--- src/wpp_pkg.sv ---
// ----------------------------------------------------------------------------
// wpp_pkg
// Shared types and constants of the wave pcm stream parser: request and
// result payloads, status codes, header byte positions and tag bytes.
// ----------------------------------------------------------------------------
package wpp_pkg;

  typedef enum logic [2:0] {
    StOk      = 3'd0,
    StBadRiff = 3'd1,
    StBadWave = 3'd2,
    StBadFmt  = 3'd3,
    StNotPcm  = 3'd4
  } status_e;

  typedef enum logic {
    KindHeader = 1'b0,
    KindSample = 1'b1
  } kind_e;

  typedef struct packed {
    logic [7:0] data_byte;
    logic       start_of_file;
  } in_t;

  typedef struct packed {
    kind_e              result_kind;
    status_e            status;
    logic [15:0]        channels;
    logic [31:0]        sample_rate;
    logic [15:0]        sample_bits;
    logic [31:0]        data_length;
    logic signed [31:0] sample_value;
    logic [15:0]        channel_index;
    logic               last_sample;
  } out_t;

  // header byte positions
  localparam logic [5:0] HdrLen       = 6'd44;
  localparam logic [5:0] PosRiffEnd   = 6'd4;
  localparam logic [5:0] PosWaveTag   = 6'd8;
  localparam logic [5:0] PosFmtTag    = 6'd12;
  localparam logic [5:0] PosTagEnd    = 6'd16;
  localparam logic [5:0] PosFormatHi  = 6'd21;
  localparam logic [5:0] PosChanHi    = 6'd23;
  localparam logic [5:0] PosRateHi    = 6'd27;
  localparam logic [5:0] PosBitsHi    = 6'd35;

  localparam logic [15:0] FormatPcm   = 16'd1;

  // expected tag bytes for header positions 0..15, size field reads as zero
  function automatic logic [7:0] tag_byte(logic [3:0] pos);
    logic [7:0] t;
    case (pos)
      4'd0:    t = 8'h52;
      4'd1:    t = 8'h49;
      4'd2:    t = 8'h46;
      4'd3:    t = 8'h46;
      4'd8:    t = 8'h57;
      4'd9:    t = 8'h41;
      4'd10:   t = 8'h56;
      4'd11:   t = 8'h45;
      4'd12:   t = 8'h66;
      4'd13:   t = 8'h6D;
      4'd14:   t = 8'h74;
      4'd15:   t = 8'h20;
      default: t = 8'h00;
    endcase
    return t;
  endfunction

endpackage

--- src/wav_pcm_stream_parser_top.sv ---
// ----------------------------------------------------------------------------
// wav_pcm_stream_parser_top
// Byte-serial RIFF/WAVE PCM parser: header summary, then Q1.31 samples.
// ----------------------------------------------------------------------------
// Input channel (in_valid_i / in_ready_o / in_data_i): one stream byte per
// request, start_of_file set on the first header byte to restart parsing.
// Output channel (out_valid_o / out_ready_i / out_data_o): a header result
// after byte 43 of the header, then one sample result per complete sample
// of 8, 16, 24 or 32 bits, left-justified signed Q1.31, with its channel
// index and a last flag. Bytes that complete nothing give no result.
// Throughput: one byte per cycle while the skid entry is free. Each byte is
// registered, stepped through the parser once the skid entry is free, and
// its result lands in the output register or, if that is full, the skid.
// A two-entry output buffer (output register plus skid) keeps input ready
// high while one result waits; input ready drops only when both are full,
// and then the held byte waits in the input register.
// Reset clears the parser to header byte 0 and empties both stages.
// ----------------------------------------------------------------------------
module wav_pcm_stream_parser_top (
  input  logic          clk_i,
  input  logic          rst_ni,
  input  logic          in_valid_i,
  output logic          in_ready_o,
  input  wpp_pkg::in_t  in_data_i,
  output logic          out_valid_o,
  input  logic          out_ready_i,
  output wpp_pkg::out_t out_data_o
);

  logic          s1_vld_q;
  wpp_pkg::in_t  s1_q;
  logic          advance;
  logic          res_valid;
  wpp_pkg::out_t res;
  logic          push, pop;

  logic          out_vld_q, skid_vld_q;
  wpp_pkg::out_t out_q, skid_q;

  assign advance    = s1_vld_q && !skid_vld_q;
  assign in_ready_o = !s1_vld_q || advance;
  assign push       = advance && res_valid;
  assign pop        = out_vld_q && out_ready_i;

  wpp_core u_core (
    .clk_i       (clk_i),
    .rst_ni      (rst_ni),
    .step_i      (advance),
    .item_i      (s1_q),
    .res_valid_o (res_valid),
    .res_o       (res)
  );

  // input register
  always_ff @(posedge clk_i or negedge rst_ni) begin
    if (!rst_ni) begin
      s1_vld_q <= 1'b0;
    end else if (in_ready_o) begin
      s1_vld_q <= in_valid_i;
    end
  end

  always_ff @(posedge clk_i) begin
    if (in_ready_o && in_valid_i) begin
      s1_q <= in_data_i;
    end
  end

  // output register with skid entry
  always_ff @(posedge clk_i or negedge rst_ni) begin
    if (!rst_ni) begin
      out_vld_q  <= 1'b0;
      skid_vld_q <= 1'b0;
    end else begin
      if (pop) begin
        if (skid_vld_q) begin
          skid_vld_q <= 1'b0;
        end else begin
          out_vld_q <= push;
        end
      end else if (push) begin
        if (!out_vld_q) begin
          out_vld_q <= 1'b1;
        end else begin
          skid_vld_q <= 1'b1;
        end
      end
    end
  end

  always_ff @(posedge clk_i) begin
    if (pop) begin
      if (skid_vld_q) begin
        out_q <= skid_q;
      end else if (push) begin
        out_q <= res;
      end
    end else if (push) begin
      if (!out_vld_q) begin
        out_q <= res;
      end else begin
        skid_q <= res;
      end
    end
  end

  assign out_valid_o = out_vld_q;
  assign out_data_o  = out_q;

endmodule

--- src/wpp_core.sv ---
// ----------------------------------------------------------------------------
// wpp_core
// Parser state and the per-byte step: header capture and checks, then
// sample assembly over the data chunk. One byte is consumed per step.
// ----------------------------------------------------------------------------
module wpp_core (
  input  logic          clk_i,
  input  logic          rst_ni,
  input  logic          step_i,
  input  wpp_pkg::in_t  item_i,
  output logic          res_valid_o,
  output wpp_pkg::out_t res_o
);

  logic [5:0]       pos_q, pos_d, pos;
  logic             data_q, data_d, data;
  wpp_pkg::status_e hstat_q, hstat_d, hstat;
  logic [31:0]      shift_q, shift_d, shift;
  logic [15:0]      chan_q, chan_d, chan;
  logic [31:0]      rate_q, rate_d, rate;
  logic [15:0]      width_q, width_d, width;
  logic [31:0]      left_q, left_d, left;
  logic [23:0]      asm_q, asm_d, asmb;
  logic [1:0]       bis_q, bis_d, bis;
  logic [15:0]      ccnt_q, ccnt_d, ccnt;

  logic [7:0]       b;
  logic [2:0]       nb;
  logic             width_ok;
  logic [31:0]      val;

  always_comb begin
    // a start mark clears everything before this byte is taken
    if (item_i.start_of_file) begin
      pos   = '0;
      data  = 1'b0;
      hstat = wpp_pkg::StOk;
      shift = '0;
      chan  = '0;
      rate  = '0;
      width = '0;
      left  = '0;
      asmb  = '0;
      bis   = '0;
      ccnt  = '0;
    end else begin
      pos   = pos_q;
      data  = data_q;
      hstat = hstat_q;
      shift = shift_q;
      chan  = chan_q;
      rate  = rate_q;
      width = width_q;
      left  = left_q;
      asmb  = asm_q;
      bis   = bis_q;
      ccnt  = ccnt_q;
    end

    pos_d   = pos;
    data_d  = data;
    hstat_d = hstat;
    shift_d = shift;
    chan_d  = chan;
    rate_d  = rate;
    width_d = width;
    left_d  = left;
    asm_d   = asmb;
    bis_d   = bis;
    ccnt_d  = ccnt;

    b           = item_i.data_byte;
    res_valid_o = 1'b0;
    res_o       = '0;
    nb          = width[5:3];
    width_ok    = 1'b0;
    val         = '0;

    case (width)
      16'd8, 16'd16, 16'd24, 16'd32: width_ok = 1'b1;
      default:                       width_ok = 1'b0;
    endcase

    if (!data) begin
      if (pos < wpp_pkg::HdrLen) begin
        shift_d = {b, shift[31:8]};
        if (pos < wpp_pkg::PosTagEnd
            && (pos < wpp_pkg::PosRiffEnd || pos >= wpp_pkg::PosWaveTag)
            && b != wpp_pkg::tag_byte(pos[3:0]) && hstat == wpp_pkg::StOk) begin
          if (pos < wpp_pkg::PosRiffEnd) begin
            hstat_d = wpp_pkg::StBadRiff;
          end else if (pos < wpp_pkg::PosFmtTag) begin
            hstat_d = wpp_pkg::StBadWave;
          end else begin
            hstat_d = wpp_pkg::StBadFmt;
          end
        end
        if (pos == wpp_pkg::PosFormatHi && shift_d[31:16] != wpp_pkg::FormatPcm
            && hstat == wpp_pkg::StOk) begin
          hstat_d = wpp_pkg::StNotPcm;
        end
        if (pos == wpp_pkg::PosChanHi) begin
          chan_d = shift_d[31:16];
        end
        if (pos == wpp_pkg::PosRateHi) begin
          rate_d = shift_d;
        end
        if (pos == wpp_pkg::PosBitsHi) begin
          width_d = shift_d[31:16];
        end
        pos_d = pos + 6'd1;
        if (pos == wpp_pkg::HdrLen - 6'd1) begin
          left_d                = shift_d;
          data_d                = (hstat_d == wpp_pkg::StOk);
          asm_d                 = '0;
          bis_d                 = '0;
          ccnt_d                = '0;
          res_valid_o           = 1'b1;
          res_o.result_kind     = wpp_pkg::KindHeader;
          res_o.status          = hstat_d;
          res_o.channels        = chan_d;
          res_o.sample_rate     = rate_d;
          res_o.sample_bits     = width_d;
          res_o.data_length     = shift_d;
        end
      end
    end else if (left != 32'd0) begin
      left_d = left - 32'd1;
      if (width_ok) begin
        if ({1'b0, bis} + 3'd1 < nb) begin
          case (bis)
            2'd0:    asm_d[7:0]   = b;
            2'd1:    asm_d[15:8]  = b;
            default: asm_d[23:16] = b;
          endcase
          bis_d = bis + 2'd1;
        end else begin
          // left-justify; 8-bit data is offset binary
          case (nb)
            3'd1:    val = {~b[7], b[6:0], 24'd0};
            3'd2:    val = {b, asmb[7:0], 16'd0};
            3'd3:    val = {b, asmb[15:0], 8'd0};
            default: val = {b, asmb[23:0]};
          endcase
          asm_d               = '0;
          bis_d               = '0;
          res_valid_o         = 1'b1;
          res_o.result_kind   = wpp_pkg::KindSample;
          res_o.sample_value  = val;
          res_o.channel_index = ccnt;
          res_o.last_sample   = (left_d < {29'd0, nb});
          if ({1'b0, ccnt} + 17'd1 >= {1'b0, chan}) begin
            ccnt_d = '0;
          end else begin
            ccnt_d = ccnt + 16'd1;
          end
        end
      end
    end
  end

  always_ff @(posedge clk_i or negedge rst_ni) begin
    if (!rst_ni) begin
      pos_q   <= '0;
      data_q  <= 1'b0;
      hstat_q <= wpp_pkg::StOk;
      shift_q <= '0;
      chan_q  <= '0;
      rate_q  <= '0;
      width_q <= '0;
      left_q  <= '0;
      asm_q   <= '0;
      bis_q   <= '0;
      ccnt_q  <= '0;
    end else if (step_i) begin
      pos_q   <= pos_d;
      data_q  <= data_d;
      hstat_q <= hstat_d;
      shift_q <= shift_d;
      chan_q  <= chan_d;
      rate_q  <= rate_d;
      width_q <= width_d;
      left_q  <= left_d;
      asm_q   <= asm_d;
      bis_q   <= bis_d;
      ccnt_q  <= ccnt_d;
    end
  end

endmodule

--- config.mk ---
export PLATFORM = sky130hd
export DESIGN_NAME = wav_pcm_stream_parser_top
export DESIGN_NICKNAME = d
export VERILOG_FILES = /design/src/wpp_pkg.sv /design/src/wav_pcm_stream_parser_top.sv /design/src/wpp_core.sv
export SDC_FILE = /design/constraint.sdc
export NUM_CORES = 1
export LEC_CHECK = 0
export ABC_AREA = 0
export BUFFER_PORTS_ARGS = -buffer_cell sky130_fd_sc_hd__buf_2
export CORE_MARGIN = 8
export CORE_UTILIZATION = 39
export CTS_CLUSTER_DIAMETER = 80
export DETAILED_ROUTE_END_ITERATION = 10
export PLACE_DENSITY = 0.62
export SYNTH_ARGS = -nofsm -noshare
export SYNTH_HDL_FRONTEND = slang
export SYNTH_SLANG_ARGS = --single-unit
--- constraint.sdc ---
create_clock -name clk_i -period 35.4 [get_ports clk_i]
set_input_delay 3.54 -clock clk_i [delete_from_list [all_inputs] [get_ports clk_i]]
set_output_delay 3.54 -clock clk_i [all_outputs]
set_load 0.03 [all_outputs]
==> results.ini <==
[logic_synthesis]
async_flop_share_pct=36.3
synth.cells.most_frequent=edfxtp_1 (307), nand2_1 (241), dfrtp_1 (175)
syn_inst=2065
synth_mux_area_share_pct=6.19
ys_ff_latch=482
yosysTopAreaCell=edfxtp_1
synth_compound_area_share_pct=15.5
synth_warnings=0
synth_most_common_cell=edfxtp_1
yosys.area_share.simple_pct=13.3
mappedNetlistArea_sq_um=23300
ys_seq_area_share_pct=58.4
synth_area_leaders=edfxtp_1 (40%), dfrtp_1 (19%), mux2_2 (4.3%)
synth_top_family_by_area=compound AO/OA/AOI/OAI gates
ys.flop_type=edfxtp_1
synth.avg_cell_area_sq_um=11.3
syn-num-nets=2111
ys_types=72
synth_top_area_share_pct=39.6
synth_edf_count=307
synth-xor-area-share_pct=1.24
synthAdderAreaFrac_pct=1.77

[timing]
setup_tns_ns=0
period_share_pct=15.3
setup_viol=0
relSlewSlack_pct=23.9
fmax_mhz=185
hold_slack_ns=0.500
maxSlewViolCount=0
rsz0062_at_grt=no
fin_crit_ns=5.40
skew_ns=0.0175
final_hold_viol_count=0
fin_ws_ns=30.00
max_slew.worst_pin.slew_ns=1.14

[global_route]
grt_pass1_wl_um=98900
grt_use_total_pct=18.3
first_global_vias=16421
antenna_found_initial=1
grt_max_degree=223
grt_overflow=0

[layout]
drive_gt1_share_pct=18.9
fin_util_pct=44.8
multiInputGateArea_sq_um=8920
nets=2190
fin_area_sq_um=26500
fill_cells=5435
regArea_sq_um=13600
fin_cells=2961
area.growth.synth_to_final_pct=13.7

[power_and_ir_drop]
clock_power_share_pct=43.6
vdd_ir_drop_max_mv=0.0367
power_leakage_nw=10.4
combPwrFrac_pct=7.2
internal_power_mw=0.969
total_power_mw=1.28
p_per_area_nw_per_um2=48.5
power_switching_mw=0.314
pwr-share-seq_pct=49.2
p_sw_share_pct=24.5

[detailed_routing]
drt-vias-per-instance=5.74
drt_iter0_markers=1960
drc=0
via_count=17001
detail_route.wirelength_um=63500
antenna_left=0
drt_pass1_iterations=5
avgRoutedWirePerCell_um=21.5

[critical_path]
worstSetupPathType=flip-flop to flip-flop
end_kind=flip-flop
critPathRequiredTime_ns=35.90
path_common_cell=nand2_1
reg2reg_from=s1_q[0]
crit_arrival_ns=5.91
crit_fanout=68
reg2regPathDepth=11
cp_cell_sequence=buf_4 > inv_2 > nand2_1 > inv_1 > ha_1 > nor2b_1 > and3_1 > nand2_1 > nor2_1 > a22oi_1 > o21ai_0
r2r_slack_ns=30.00
slowest_delay_ns=1.00
start_kind=flip-flop
critPathSlowestCell=and3_1
r2r-end=u_core.width_q[2]

[place]
pre_cts_ws_ns=29.61
place.gp.congestion=0.912
dp_hpwl_um=40800
dp.cells=2864
port_buffers=163
dpl-instance-area_sq_um=24700

[floorplan]
die_w_um=260
core_sq_um=59000
die_area_sq_um=67700
initial_core_util_pct=39.4
rows=89
pin_count=164
die_h_um=260

[clocking]
path_clk_slew_ns=0.06
cts_sinks=482
cts_root_buffer=clkbuf_16
h-tree-depth=2
post-cts-setup-buffer-count=0
clock_latency_ns=0.60
cts_tree=yes
postCtsHoldBufs=0
ctsResizeCount=0
clock_path_buffers=3
cts_inserted_buffers=51

[worst_hold_path]
holdPathEnd=u_core.rate_q[31]
min_from=u_core.rate_q[31]
hold_path_class=flip-flop to flip-flop
hold_depth=1

[job]
drv_cap=0

[outcome]
status=complete, no violations

## cell families (layout without fill, tap and decap cells)
family / after synthesis / in the layout
buffers and inverters: 204 / 326
XOR/XNOR: 33 / 33
AO/OA/AOI/OAI: 545 / 545
AND/OR/NAND/NOR: 635 / 635
other: 0 / 1
adder cells (fa/ha/maj): 33 / 33
multiplexers: 133 / 133
flip-flops: 482 / 482
## metal layers
layer	vias up	part of all wire [%]	GRT usage, %
li1	7819	-	-
met1	8375	44	25.4
met2	654	45	28.3
met3	151	7.5	3.79
met4	2	3.6	6.81
met5	-	0.016	0
## power groups by stage
stage | registers (mW) | logic (mW) | clock network (mW)
3_5_place_dp | 0.642 | 0.0902 | 0
6_report | 0.632 | 0.0920 | 0.560
4_1_cts | 0.631 | 0.0906 | 0.574
2_1_floorplan | 0.624 | 0.0727 | 0
3_3_place_gp | 0.641 | 0.0882 | 0
5_1_grt | 0.633 | 0.102 | 0.593
## layout by cell type, fill, tap and decap left out, types with 31 or more instances in the layout
cell / Yosys / layout
mux2i_1: 45 / 45
nand3_1: 35 / 35
a21oi_1: 113 / 112
inv_1: 34 / 33
mux2_2: 88 / 88
ha_1: 33 / 33
buf_4: 4 / 31
o31ai_1: 76 / 76
edfxtp_1: 307 / 307
dfrtp_1: 175 / 175
a22oi_1: 65 / 65
nor2_1: 144 / 141
o21ai_0: 131 / 131
and2_1: 36 / 36
clkbuf_16: 0 / 54
a22o_1: 56 / 56
buf_2: 6 / 162
nand2_1: 241 / 241
## layout make-up
type                       instances  area share, %
clock inverter                    27           1.17
multi-input combinational       1379           33.7
timing repair buffer             195           4.06
inverter                          35          0.496
antenna                            1        0.00946
sequential                       482           51.4
clock buffer                      69           5.51
tap                              773           3.66
## flip-flops by register name (all words and copies together) (netlist names), 2 cells and up
| name | cells |
|---|---|
| u_core.pos_q | 6 |
| s1_q | 9 |
| u_core.hstat_q | 3 |
| out_data_o | 149 |
| u_core.bis_q | 2 |
| u_core.chan_q | 16 |
| u_core.shift_q | 24 |
| skid_q | 149 |
| u_core.ccnt_q | 16 |
| u_core.asm_q | 24 |
| u_core.left_q | 32 |
| u_core.rate_q | 32 |
| u_core.width_q | 16 |
## worst max-delay path: cells and delay by family (launching register included)
kind / cells / cell delay, ns
flops: 1 / 0.37
fa+ha+maj: 1 / 0.32
compound gates: 2 / 0.35
simple gates: 5 / 3.49
buf+inv: 3 / 0.75
## worst max-delay path by stage
stage                     start           endpoint  slack (ns)
global route            s1_q[0]  u_core.width_q[5]       29.52
global placement    out_ready_i        skid_q[122]       29.66
floorplan           out_ready_i      out_data_o[0]       23.93
CTS                     s1_q[0]  u_core.width_q[2]       30.11
detailed placement  out_ready_i        skid_q[124]       29.61
finish                  s1_q[0]  u_core.width_q[2]       30.00
Note: power is estimated with default switching activity, not from simulation.
